<file path="src/hdl/rsi_pkg.sv">
// Shared widths, latencies and register codes for the ray/sphere intersection pipeline.
// No dependencies; the top level and the testbench import it, the other modules name it for defaults.
package rsi_pkg;

  localparam int IN_W    = 32;
  localparam int EPS_W   = 16;
  localparam int RAD_W   = 31;
  localparam int P_W     = IN_W + 1;
  localparam int A_W     = 66;
  localparam int H_W     = 68;
  localparam int C_W     = 68;
  localparam int HH_W    = 2 * H_W;
  localparam int AC_W    = A_W + C_W;
  localparam int DISC_W  = HH_W;
  localparam int SQ_DISC_W = 130;
  localparam int FRAC2_W = 32;
  localparam int SQ_IN_W = SQ_DISC_W + FRAC2_W;
  localparam int RT_W    = SQ_IN_W / 2;
  localparam int NUM_W   = 84;
  localparam int T_W     = NUM_W + 1;
  localparam int DIVISOR_W = 64;
  localparam int TD_W    = T_W + IN_W;
  localparam int OFS_W   = TD_W;

  localparam int MUL_LAT = 3;
  localparam int SQ_LAT  = RT_W;
  localparam int DIV_LAT = NUM_W + 2;

  localparam int CFG_IDX_W  = 3;
  localparam int IN_BUS_W   = 7 * IN_W;
  localparam int OUT_BUS_W  = 4 * IN_W;

  localparam logic [RAD_W-1:0] RADIUS_RESET  = RAD_W'(65536);
  localparam logic [EPS_W-1:0] EPSILON_RESET = EPS_W'(1);

  typedef enum logic [CFG_IDX_W-1:0] {
    REG_CENTER_X = 3'd0,
    REG_CENTER_Y = 3'd1,
    REG_CENTER_Z = 3'd2,
    REG_RADIUS   = 3'd3,
    REG_EPSILON  = 3'd4
  } cfg_reg_t;

endpackage

</file>
<file path="src/hdl/rsi_mul.sv">
// Signed wide multiplier in three stages: magnitude, 32x32 partial products, sum and sign.
// Depends on rsi_pkg for the default widths.
module rsi_mul #(
  parameter int AW = rsi_pkg::IN_W,
  parameter int BW = rsi_pkg::IN_W
) (
  input  logic                  clk,
  input  logic                  en,
  input  logic signed [AW-1:0]  a,
  input  logic signed [BW-1:0]  b,
  output logic signed [AW+BW-1:0] p
);

  localparam int PW = AW + BW;
  localparam int LA = (AW + 31) / 32;
  localparam int LB = (BW + 31) / 32;
  localparam int XA = LA * 32;
  localparam int XB = LB * 32;

  logic [AW-1:0] abs_a;
  logic [BW-1:0] abs_b;
  logic [XA-1:0] ma;
  logic [XB-1:0] mb;
  logic          sg1, sg2;
  logic [63:0]   pp [LA][LB];
  logic [PW-1:0] acc;

  assign abs_a = a[AW-1] ? AW'(-a) : AW'(a);
  assign abs_b = b[BW-1] ? BW'(-b) : BW'(b);

  always_comb begin
    acc = '0;
    for (int i = 0; i < LA; i++) begin
      for (int j = 0; j < LB; j++) begin
        acc = acc + (PW'(pp[i][j]) << (32 * (i + j)));
      end
    end
  end

  always_ff @(posedge clk) begin
    if (en) begin
      ma  <= XA'(abs_a);
      mb  <= XB'(abs_b);
      sg1 <= a[AW-1] ^ b[BW-1];
      for (int i = 0; i < LA; i++) begin
        for (int j = 0; j < LB; j++) begin
          pp[i][j] <= ma[32*i +: 32] * mb[32*j +: 32];
        end
      end
      sg2 <= sg1;
      p   <= sg2 ? $signed(~acc + 1'b1) : $signed(acc);
    end
  end

endmodule

</file>
<file path="config.mk">
export PLATFORM = sky130hd
export DESIGN_NAME = rsi_mul
export DESIGN_NICKNAME = d
export VERILOG_FILES = /design/src/hdl/rsi_pkg.sv /design/src/hdl/rsi_mul.sv
export SDC_FILE = /design/constraint.sdc
export NUM_CORES = 2
export LEC_CHECK = 0
export BUFFER_PORTS_ARGS = -buffer_cell sky130_fd_sc_hd__buf_2
export CAP_MARGIN = 30
export CORE_MARGIN = 2
export CORE_UTILIZATION = 70
export DETAILED_ROUTE_END_ITERATION = 7
export PLACE_DENSITY = 0.88
export SYNTH_ARGS = -nofsm -noshare
export SYNTH_HDL_FRONTEND = slang
export SYNTH_SLANG_ARGS = --single-unit
export TNS_END_PERCENT = 5
</file>
<file path="constraint.sdc">
create_clock -name clk -period 19.65 [get_ports clk]
set_input_delay 3.93 -clock clk [delete_from_list [all_inputs] [get_ports clk]]
set_output_delay 3.93 -clock clk [all_outputs]
set_load 0.01 [all_outputs]
</file>
**Word-level counts from Yosys, hierarchy flattened**

Memories as Yosys holds them, arrays and structs flattened.
Cells that the tools add are included.

- Register bits after elaboration: 130
- Latch bits: 0
- Memory bits (writable): 64
- ROM bits: 0
- Bits of input ports: 66
- Output and inout port bits: 64
- Word-level logic and storage cells: 19
- Memories kept: 1

- Add/sub/neg operators: 3
- Multipliers: 1
- Divide/modulo/power cells: 0
- $lt $le $gt $ge: 0
- Equality and inequality tests: 0
- Shifts and indexed selects: 0
- Multiplexer cells: 5
- Bitwise logic cells: 2
- Reductions and logical operators: 0

Memory list:

| memory | depth | width | read ports | clocked after Yosys merged registers in | wr ports | RTL line | text |
|---|---|---|---|---|---|---|---|
| pp | 1 | 64 | 1 | 0 | 1 | rsi_mul.sv:25 | `logic [63:0] pp [LA][LB];` |

Operators with widths:

| cell | count |
|---|---|
| $add A64 B1 Y64 const B | 1 |
| $mul A32 B32 Y64 | 1 |
| $mux W64 | 1 |
| $neg A32 Y32 | 2 |
| $not A64 Y64 | 1 |
| $mux W31 | 2 |
| $mux W1 | 2 |
| $xor A1 B1 Y1 | 1 |

**Logic depth before layout (Yosys ltp)**

An unclocked memory read counts as a cell.

- Depth in word-level cells: 4
- Gate-level depth with buffers: 28

**Worst setup path after synthesis**

No wires, ideal clock.

- Path type: reg2reg
- From: register mb[17]
- To: memory pp[0][63] (netlist bit), data pin
- Library setup time: 263 ps
- Arrival: 6978 ps
- Data required time: 19387 ps
- Path slack: 12409 ps
- Cell stages (with the launch flop): 24
- Path buffers: 2
- Period minus slack after synthesis: 7241 ps
- Path through: edfxtp_1 -> clkbuf_1 -> and2_1 -> fa_1 -> inv_1 -> fa_1 -> inv_1 -> fa_1 -> inv_1 -> fa_1 -> inv_1 -> fa_1 -> fa_1 -> fa_1 -> fa_1 -> ha_1 -> clkbuf_1 -> nand2_1 -> or3_1 -> o31ai_1 -> a31oi_1 -> o31ai_1 -> a311oi_1 -> xnor2_1

- Cells in the longest elaborated chain, start to end: 1

Ends and longest elaborated chain:

| element | RTL line | text |
|---|---|---|
| from (decl) | rsi_mul.sv:23 | `logic [XB-1:0] mb;` |
| from (signal assigned) | rsi_mul.sv:43 | `mb <= XB'(abs_b);` |
| $mul A32 B32 Y64 | rsi_mul.sv:47 | `pp[i][j] <= ma[32*i +: 32] * mb[32*j +: 32];` |
| to (decl) | rsi_mul.sv:25 |  |

No other way between the ends.

**Worst setup path after layout**

- From: register mb[11]
- To: memory pp[0][62] (netlist bit), data pin

Same word-level chain as after synthesis.

==> flow_summary.yaml <==
setup_path:
  cp.arrival_ns: 9.11
  critPathCapture: "pp[0][62]"
  slowest_delay_ns: 0.78
  reg2reg_to: "pp[0][62]"
  r2r_slack_ns: 10.82
  path_class: "reg -> reg"
  crit_path_end_kind: "flop"
  path_cells: "buf_4 > and2_1 > fa_1 > fa_1 > inv_1 > fa_1 > fa_1 > fa_1 > inv_1 > fa_1 > fa_1 > fa_1 > ha_1 > a21oi_1 > o21ai_0 > a21oi_1 > nor3_1 > a311o_1 > o21ai_0 > a21oi_1 > a31oi_1 > a31oi_1 > xor2_1"
  crit_path_frequent_cell: "fa_1"
  r2r_start: "mb[11]"
  cpMaxStageDelayCell: "edfxtp_1"
  cp-startpoint: "mb[11]"
  worstPathMaxFanout: 20
  reg2reg_depth: 23
  worstPathRequired_ns: 19.93
  critPathLaunchType: "flop"
synth:
  synth_seq_cells: 194
  ys_warn_count: 0
  seq_area_frac_synth_pct: 14.0
  synth_fp_nets: 5459
  synth_cells: 4231
  netlist.area_leader.share_pct: 43.2
  async_flop_share_pct: 0
  synthTopCellsByArea: "fa_1 (43%), edfxtp_1 (14%), and2_1 (9.5%), ha_1 (8.0%), inv_1 (7.9%)"
  synthFlopType: "edfxtp_1"
  synth-edff-count: 194
  syn_area_per_cell_um2: 9.82
  syn_area_um2: 41500
  yosys.area.top_type: "fa_1"
  synth_cell_types: 59
sta:
  fmax_ghz: 0.113
  min_period_ns: 8.83
  hold_viol: 0
  slew_viol_final: 0
  setup_viol: 0
  slew_headroom_pct: 38.7
  fin_skew_ns: 0.0266
  timing.final.crit_share_pct: 44.9
  worstMarginPinSlew_ns: 0.919
  finalSetupTns_ns: 0
  rsz0062_at_grt: "no"
clock_network:
  clock_latency_ns: 0.54
  clkTransAtPathRegs_ns: 0.09
  h-tree-depth: 4
  cts.sinks: 194
  cts_hold_buf: 0
  cts-root-buf: "clkbuf_16"
  clockBufferDepth: 2
  cts_tree: "yes"
  cts_resized: 0
  postCtsSetupBuffers: 0
  cts_made_buffers: 17
die:
  dieArea_um2: 61300
  die-height_um: 248
  start_util_pct: 70.7
  coreArea_um2: 58800
  rows: 89
  ioPinCount: 130
  die_w_um: 248
global_route:
  grt_use_met1_pct: 45.0
  use_met3_pct: 9.15
  grt_busiest_layer: "met2"
  met2_usage_pct: 62.2
  grt_use_total_pct: 38.3
  grt_remaining_overflow: 0
  grt_pass1_wl_um: 176000
  grt_pass1_vias: 33500
  grt_max_degree: 74
  antenna_found_initial: 2
final_layout:
  nFillCells: 3965
  final_common_cell: "fa_1"
  nets: 5449
  final_cell_mix: "fa_1 (896), inv_1 (878), and2_1 (630)"
  final_cells: 5007
  syn_to_final_growth_pct: 4.76
  n_antenna_cell: 0
  final_area_um2: 43500
  layout-drive-gt1-share_pct: 5.86
place:
  place_area_um2: 42900
  placed_cells_incl_taps: 4975
  dp_hpwl_um: 82700
  place_congestion: 0.942
  io_buffers: 129
outcome:
  status: "finished clean"
hold_path:
  hold_path.class: "reg -> reg"
drt:
  via_count: 30600
  via_per_inst: 6.10
  drt_iter0_drc: 2602
  drc: 0
  ant_nets: 0
  wl_per_cell_um: 22.2
  drtPass1Iterations: 7
  drt_wl_total_um: 111000
job:
  cap_violations: 0
==> area by class of cell <==
type / instances / area, um2 / area share [%]
Multi-Input combinational cell: 2933 / 31600 / 72.5
Sequential cell: 194 / 5830 / 13.4
Inverter: 878 / 3300 / 7.57
Timing Repair Buffer: 197 / 1220 / 2.81
Tap cell: 773 / 967 / 2.22
Clock buffer: 17 / 425 / 0.977
Clock inverter: 15 / 209 / 0.480
==> flip-flops by register name, summed over array words and instances (netlist names) <==
register / flops
pp: 64
sg2: 1
p: 64
ma: 32
mb: 32
sg1: 1
==> routing by layer <==
layer | wire, um | vias up
met5 | 0 | -
met4 | 9580 | 0
met3 | 11800 | 652
met2 | 53000 | 1956
met1 | 36600 | 15300
li1 | - | 12700
==> cells by family (layout without fill, tap and decap cells) <==
family          count (synthesis)  in the layout  share of synthesized area, %
simple gates                 1290           1290                          16.5
compound gates                296            296                          4.45
buf+inv                      1104           1107                          9.98
xor+xnor                      184            184                          3.88
mux                             1              1                        0.0241
flops                         194            194                          14.0
fa+ha+maj                    1162           1162                          51.2
==> critical path, delay by kind of cell (launching register included) <==
family / cells / cell delay [ns]
and+or+nand+nor: 2 / 0.28
xor gates and xnor gates: 1 / 0.16
buffers and inverters: 3 / 0.50
DFF: 1 / 0.78
adders and majority gates: 9 / 4.27
AOI/OAI and AO/OA: 8 / 2.60
==> cells in the mapped netlist, types with 7 or more instances <==
cell,instances
fa_1,896
a21oi_1,83
nand3_1,14
o21ai_0,84
and2_1,630
o31ai_1,39
nor2_1,34
a21o_1,25
edfxtp_1,194
xnor2_1,157
and4_1,7
and3_1,11
nand2b_1,7
nand2_1,481
nand4_1,19
o21bai_1,11
nor3_1,16
inv_1,878
or3_1,21
o41ai_1,13
or4_1,14
clkbuf_1,225
xor2_1,27
nor4_1,10
ha_1,266
==> worst min-delay path by stage <==
stage                     slack [ns]  start   to  depth (start not counted)
after floorplan                 0.40    sg1  sg2                          0
after global placement          0.41    sg1  sg2                          0
after detailed placement        0.41    sg1  sg2                          0
after CTS                       0.43    sg1  sg2                          0
after global routing            0.44    sg1  sg2                          0
final                           0.43    sg1  sg2                          0
==> through the flow <==
stage               setup WS [ns]  utilization [%]  hold slack [ns]
CTS                         11.08             74.0            0.427
detailed placement          11.10             72.9            0.405
global placement            10.86             72.8            0.405
global route                10.58             74.0            0.441
finish                      10.82             74.0            0.426
floorplan                   12.41                -            0.400
Power is not shown: default switching activity piles up to over one toggle a cycle in this logic, so the estimate is an artifact.
