## src/hdl/rsi_pkg.sv

```systemverilog
// Shared widths, latencies and register codes for the ray/sphere intersection pipeline.
// No dependencies; the top level and the testbench import it, the other modules name it for defaults.
package rsi_pkg;

  localparam int IN_W    = 32;
  localparam int EPS_W   = 16;
  localparam int RAD_W   = 31;
  localparam int P_W     = IN_W + 1;
  localparam int A_W     = 66;
  localparam int H_W     = 68;
  localparam int C_W     = 68;
  localparam int HH_W    = 2 * H_W;
  localparam int AC_W    = A_W + C_W;
  localparam int DISC_W  = HH_W;
  localparam int SQ_DISC_W = 130;
  localparam int FRAC2_W = 32;
  localparam int SQ_IN_W = SQ_DISC_W + FRAC2_W;
  localparam int RT_W    = SQ_IN_W / 2;
  localparam int NUM_W   = 84;
  localparam int T_W     = NUM_W + 1;
  localparam int DIVISOR_W = 64;
  localparam int TD_W    = T_W + IN_W;
  localparam int OFS_W   = TD_W;

  localparam int MUL_LAT = 3;
  localparam int SQ_LAT  = RT_W;
  localparam int DIV_LAT = NUM_W + 2;

  localparam int CFG_IDX_W  = 3;
  localparam int IN_BUS_W   = 7 * IN_W;
  localparam int OUT_BUS_W  = 4 * IN_W;

  localparam logic [RAD_W-1:0] RADIUS_RESET  = RAD_W'(65536);
  localparam logic [EPS_W-1:0] EPSILON_RESET = EPS_W'(1);

  typedef enum logic [CFG_IDX_W-1:0] {
    REG_CENTER_X = 3'd0,
    REG_CENTER_Y = 3'd1,
    REG_CENTER_Z = 3'd2,
    REG_RADIUS   = 3'd3,
    REG_EPSILON  = 3'd4
  } cfg_reg_t;

endpackage

```

## src/hdl/rsi_delay.sv

```systemverilog
// Shift line that carries a valid bit and a sideband word alongside a pipelined unit.
// Depends on rsi_pkg for the default depth; the valid line is cleared by reset.
module rsi_delay #(
  parameter int W = 8,
  parameter int N = rsi_pkg::MUL_LAT
) (
  input  logic         clk,
  input  logic         rst,
  input  logic         en,
  input  logic         vin,
  input  logic [W-1:0] din,
  output logic         vout,
  output logic [W-1:0] dout
);

  logic [N-1:0] vq;
  logic [W-1:0] dq [N];

  always_ff @(posedge clk) begin
    if (rst) begin
      vq <= '0;
    end else if (en) begin
      vq[0] <= vin;
      for (int k = 1; k < N; k++) vq[k] <= vq[k-1];
    end
  end

  always_ff @(posedge clk) begin
    if (en) begin
      dq[0] <= din;
      for (int k = 1; k < N; k++) dq[k] <= dq[k-1];
    end
  end

  assign vout = vq[N-1];
  assign dout = dq[N-1];

endmodule

```

## config.mk

```make
export PLATFORM = sky130hd
export DESIGN_NAME = rsi_delay
export DESIGN_NICKNAME = d
export VERILOG_FILES = /design/src/hdl/rsi_pkg.sv /design/src/hdl/rsi_delay.sv
export SDC_FILE = /design/constraint.sdc
export NUM_CORES = 1
export LEC_CHECK = 0
export BUFFER_PORTS_ARGS = -buffer_cell sky130_fd_sc_hd__buf_4
export CORE_MARGIN = 2
export CORE_UTILIZATION = 30
export CTS_CLUSTER_DIAMETER = 150
export CTS_CLUSTER_SIZE = 40
export DETAILED_ROUTE_END_ITERATION = 12
export PLACE_DENSITY = 0.56
export SETUP_SLACK_MARGIN = 0.3
export SYNTH_ARGS = -nofsm -noshare
export SYNTH_HDL_FRONTEND = slang
export SYNTH_SLANG_ARGS = --single-unit
```

## constraint.sdc

```tcl
create_clock -name clk -period 0.8 [get_ports clk]
set_input_delay 0.04 -clock clk [delete_from_list [all_inputs] [get_ports clk]]
set_output_delay 0.04 -clock clk [all_outputs]
set_load 0.005 [all_outputs]
```

After elaboration in Yosys (flattened, before gate mapping) --
Memories as Yosys holds them, arrays and structs flattened. Index checks and enable logic that the tools add are counted.
Storage, ports and cells: bits in registers 3, latch bits 0, bits in writable memories 24, memory bits (read-only) 0, bits of input ports 12, output and inout port bits 9, memories kept 1
Memories:
- dq | words 3, width 8, rd ports 3, clocked after memory_dff 0, wr ports 3, line rsi_delay.sv:17 | logic [W-1:0] dq [N];
Cells by class: $add $sub $neg 0, multipliers 0, div/mod/pow operators 0, magnitude comparators 0, eq/ne operators 0, shift operators 0, muxes and demuxes 2, bitwise logic cells 0, reduce and logical (&&, ||, !) cells 0
Operators by type and width (number):
- $mux 1 | 2

Longest topological paths before layout --
Gate-level depths: netlist of the first run.
depth in word-level cells 2, mapped depth 2, depth with buffers taken out 2

Least setup slack after synthesis of the first run --
No wires, ideal clock.
path type flip-flop to flip-flop, from memory dq[0][2], to memory dq[1][2], in the netlist dq[0][10], data pin, data arrival time 0.323 ns, path slack 0.211 ns, cell stages (with the launch flop) 1, period minus slack after synthesis 0.589 ns, cells stage by stage edfxtp_1
RTL lines (line):
- start, declared | rsi_delay.sv:17

==> results of run 1 <==
==> final timing paths <==
| kind | from | to | slack [ns] | cells after the start |
|---|---|---|---|---|
| min reg2reg | dq[0][2] | dq[0][10] | 0.43 | 0 |
| min | rst | vq[1] | -0.12 | 2 |
| max | dq[0][22] | dout[6] | -0.09 | 1 |
| max reg2reg | dq[0][15] | dq[0][23] | 0.17 | 0 |
==> cells in the mapped netlist, drive strengths merged <==
library cell	instances
buf	8
dfxtp	3
nor2	3
mux2i	3
edfxtp	24
==> metal layers <==
| metal | wire [um] | vias up | share of wire (%) |
|---|---|---|---|
| met5 | 0 | - | 0 |
| met4 | 0 | 0 | 0 |
| met3 | 80 | 0 | 9.4 |
| met2 | 449 | 15 | 53 |
| met1 | 325 | 156 | 38 |
| li1 | - | 174 | - |
==> through the flow <==
stage	hold WS, ns	instance area (um^2)	util [%]	worst slack, ns
after floorplan	0.112	882	-	0.211
after global placement	0.219	1010	36.3	0.0670
after detailed placement	0.221	1010	36.3	0.0601
after CTS	-0.136	1050	37.7	-0.110
after global routing	-0.161	1060	38.0	-0.153
final	-0.123	1060	38.0	-0.0862
==> registers in the layout (all words and copies together), names as in the netlist <==
register / flops
dq: 24
vq: 3
==> cells by family after synthesis <==
group | after synthesis
buffers and inverters | 8
AND/OR/NAND/NOR | 3
flip-flops | 27
multiplexers | 3
==> repair_timing <==
| item | 4_1_cts | 5_1_grt |
|---|---|---|
| gates resized for setup | 4 | 2 |
| hold endpoints to repair | 11 | 11 |
| setup endpoints to repair | 28 | 28 |
==> layout make-up <==
| class | instances | area, um^2 |
|---|---|---|
| multi-input cells | 6 | 41.3 |
| clock inverters | 1 | 7.51 |
| well taps | 31 | 38.8 |
| flip-flops and latches | 27 | 785 |
| clock buffers | 3 | 22.5 |
| fillers | 258 | 1730 |
| repair buffers | 20 | 161 |
==> where the power goes <==
group	switching, mW	internal [mW]
registers	0.0209	1.64
clock network	0.362	0.190
logic	0.0462	0.0721
==> reports/qor.yml, run 1 <==
worstSetupPathType: "flop to output port"
max_freq_mhz: 1130
yosysUniqueCellTypes: 5
syn_inst: 41
finalSetupTns_ns: -0.583
postRouteAntennaNets: 0
dp_cells: 84
crit_fanout: 1
fp.dieW_um: 58.2
setup_viol: 8
floorplan.io_pins: 21
avgSynthCellArea_um2: 21.5
post_cts_buffers: 0
grt.busiest_layer: "met2"
clk_latency_ns: 0.31
crit_chain: "buf_6"
worstHoldPathType: "input port to flop"
clkTransAtPathRegs_ns: 0.14
slew_headroom_pct: 78.4
fin_worst_hold_slack_ns: -0.123
drtPass1Iterations: 3
syn_nets: 53
slowest_delay_ns: 0.41
via_count: 345
first_iter_violations: 10
yosysSeqAreaShare_pct: 88.5
finalHoldViolations: 11
grt_pass1_vias: 312
diodes: 0
synth-simple-area-share_pct: 1.28
critPathLaunchType: "flop"
synthMuxAreaShare_pct: 3.40
wl_per_cell_um: 9.72
clockRootBuffer: "clkbuf_4"
maxSlewViolCount: 0
synth_xor_xnor_area_share_pct: 0
vias_per_cell: 3.92
most-common-layout-cells: "24 x edfxtp_1, 17 x buf_4"
cts_buffers: 3
critical_path.top_delay_family: "flip-flops"
fin_crit_sh_pct: 111
ys_ff_latch: 27
endpoint_kind: "output port"
cpMaxStageDelayCell: "edfxtp_1"
cts.sink_count: 27
layout_setup_ws_ns: -0.0862
power_mw: 2.33
grt_max_degree: 28
wl_um: 855
tightest_slew_ns: 0.324
crit_required_ns: 0.76
synth_top_family_by_area: "buffers and inverters"
layout.nets: 70
core_um2: 2780
use_met1_pct: 6.23
post_route_cells_drive_above_1_share_pct: 47.4
area_growth_pct: 19.7
clk_path_buf_depth: 2
final_common_cell: "edfxtp_1"
yosys_warnings: 0
grt_first_pass_wirelength_mm: 1.33
p_leak_nw: 0.397
pwr_density_cell_nw_per_um2: 2210
rows: 19
critPathArrivalTime_ns: 0.85
antenna_found_initial: 0
max_cap_violations: 0
gp_congestion: 0.594
rsz0062_at_grt: "true"
met2_usage_pct: 8.77
netlist.area_leader.share_pct: 81.7
drc: 0
dieArea_um2: 3390
synth_top_cell_by_area: "edfxtp_1"
initial_core_util_pct: 31.7
overflow: 0
tritoncts: "done"
finClkSkew_ns: 0.00497
synth-adder-area-share_pct: 0
htreeDepth: 1
fp.dieH_um: 58.2
netlist_area_um2: 882
synth_compound_area_share_pct: 0
grt_usage_pct: 5.62
violations: "hold timing, setup timing"
use_met3_pct: 2.90
path_buf_inv: 1
fin_cells: 88
portBuffers: 20
synthTopCellsByArea: "edfxtp_1 82%, dfxtp_1 6.8%, buf_4 6.8%"
min_period_ns: 0.886
ir_worst_vdd_mv: 0.930
status: "complete, but fails checks"
No activity file was read; power rests on OpenSTA's default activity.
==> inputs of run 2 (changes only) <==
--- a/config.mk
+++ b/config.mk
@@ -6,6 +6,7 @@
 export NUM_CORES = 1
 export LEC_CHECK = 0
 export BUFFER_PORTS_ARGS = -buffer_cell sky130_fd_sc_hd__buf_4
+export CAP_MARGIN = 20
 export CORE_MARGIN = 2
 export CORE_UTILIZATION = 30
 export CTS_CLUSTER_DIAMETER = 150
==> constraint.sdc (replaced) <==
create_clock -name clk -period 0.8 [get_ports clk]
set_input_delay 0.16 -clock clk [delete_from_list [all_inputs] [get_ports clk]]
set_output_delay 0.16 -clock clk [all_outputs]
set_load 0.005 [all_outputs]
==> run 2 against run 1 <==
  * The run still ends with hold timing, setup timing left
  * Flip-flop and latch count did not move
  * First-iteration DRC count up 40%
  * Count of clock-buffer cells in the layout is the same
  * Cell area is 3.8% higher
  * Via count increased by 3.8%
  * Wire length up 2.7%
  * Global-route usage is 0.19 points higher
  * Die area unchanged
  * Sequential power hardly changed
  * Core utilization rose by 1.4 points
  * Register-to-register slack barely moved
  * Highest routed layer unchanged
==> reports/qor.yml, run 2 (synthesized netlist as in run 1, its figures left out) <==
status: "complete, but fails checks"
violations: "hold timing, setup timing"
critical_path.top_delay_family: "flip-flops"
pwr_density_cell_nw_per_um2: 2150
tightest_slew_ns: 0.133
most-common-layout-cells: "24 x edfxtp_1, 17 x buf_4"
diodes: 0
power.internal_mw: 1.92
final_common_cell: "edfxtp_1"
post-place-ws_ns: 0.0406
ir_worst_vdd_mv: 0.852
wl_um: 878
finalHoldViolations: 2
finClkSkew_ns: 0.00743
clockRootBuffer: "clkbuf_4"
area_growth_pct: 24.3
grt_usage_pct: 5.81
setup_viol: 9
cts_buffers: 3
post_cts_buffers: 0
first_iter_violations: 14
clk_latency_ns: 0.31
antenna_found_initial: 0
p_sw_share_pct: 18.7
gp_congestion: 0.599
grt_first_pass_wirelength_mm: 1.38
cpMaxStageDelayCell: "edfxtp_1"
reg.largest.list: "dq (24), vq (3)"
switching_power_mw: 0.440
path_buf_inv: 1
min_period_ns: 1.01
slowest_delay_ns: 0.39
comb_power_share_pct: 6.0
crit_chain: "buf_4"
fp.dieH_um: 58.2
grt_max_degree: 20
grt_pass1_vias: 334
fin_crit_sh_pct: 126
clk_path_buf_depth: 2
drc: 0
clkTransAtPathRegs_ns: 0.14
p_seq_share_pct: 70.3
post_route_cells_drive_above_1_share_pct: 49.2
via_count: 358
worstHoldPathType: "input port to flop"
rsz0062_at_grt: "true"
crit_fanout: 1
max_freq_mhz: 992
overflow: 0
initial_core_util_pct: 31.7
endpoint_kind: "output port"
drtPass1Iterations: 4
layout.nets: 72
p_leak_nw: 0.416
floorplan.io_pins: 21
dieArea_um2: 3390
maxSlewViolCount: 0
core_um2: 2780
rows: 19
fin_cells: 90
largest_register_ffs: 24
fp.dieW_um: 58.2
critPathArrivalTime_ns: 0.85
portBuffers: 20
dp_cells: 86
postRouteAntennaNets: 0
tritoncts: "done"
htreeDepth: 1
critPathLaunchType: "flop"
max_cap_violations: 0
top_register: "dq"
crit_required_ns: 0.64
fin_worst_hold_slack_ns: -0.00824
slew_headroom_pct: 90.9
cts.sink_count: 27
worstSetupPathType: "flop to output port"
vias_per_cell: 3.98
wl_per_cell_um: 9.76
layout_setup_ws_ns: -0.208
p_clk_share_pct: 23.7
-- run 2: changes by cell type in the layout (fill, tap and decap cells not counted) --
cell,before,now
buf_12,0,2
-- run 2: worst paths after layout --
| kind | start | endpoint | slack, ns | cells past startpoint |
|---|---|---|---|---|
| worst min register to register | dq[0][11] | dq[0][19] | 0.43 | 0 |
| worst max register to register | vq[0] | vq[1] | 0.18 | 2 |
| worst min-delay path | rst | vq[0] | -0.008 | 2 |
| worst max-delay path | dq[0][23] | dout[7] | -0.21 | 1 |
-- run 2: metal layers --
metal / routed length, um / GRT usage [%] / part of all wire (%) / vias to the layer above
met2: 407 / 8.28 / 46 / 15
li1: - / - / - / 180
met4: 0 / 3.99 / 0 / 0
met1: 390 / 6.96 / 44 / 163
met3: 80 / 2.68 / 9.1 / 0
met5: 0 / 0 / 0 / -
-- run 2: final cells by class --
| cell class | instances | area (um^2) |
|---|---|---|
| clock buffers | 3 | 22.5 |
| fillers | 248 | 1690 |
| multi-input cells | 6 | 41.3 |
| repair buffers | 22 | 201 |
| well taps | 31 | 38.8 |
| clock inverters | 1 | 7.51 |
| flip-flops and latches | 27 | 785 |
-- run 2: power by group through the flow --
stage | Combinational (mW) | Sequential, mW | Clock, mW
after floorplan | 0.0452 | 1.69 | 0
after global placement | 0.139 | 1.69 | 0
after detailed placement | 0.141 | 1.69 | 0
after CTS | 0.142 | 1.66 | 0.596
after global routing | 0.156 | 1.67 | 0.663
final | 0.142 | 1.66 | 0.560
-- run 2: through the flow --
stage,util (%),TNS [ns],power [mW],instance area [um^2]
CTS,39.1,-1.87,2.40,1090
detailed placement,37.8,0,1.83,1050
global placement,37.8,0,1.83,1050
finish,39.4,-1.68,2.36,1100
global route,39.4,-2.21,2.49,1100
floorplan,-,0,1.73,882
-- run 2: timing repair --
item,CTS,global route
gates resized for setup,3,3
endpoints found under the setup margin,28,28
endpoints found under the hold margin,5,11
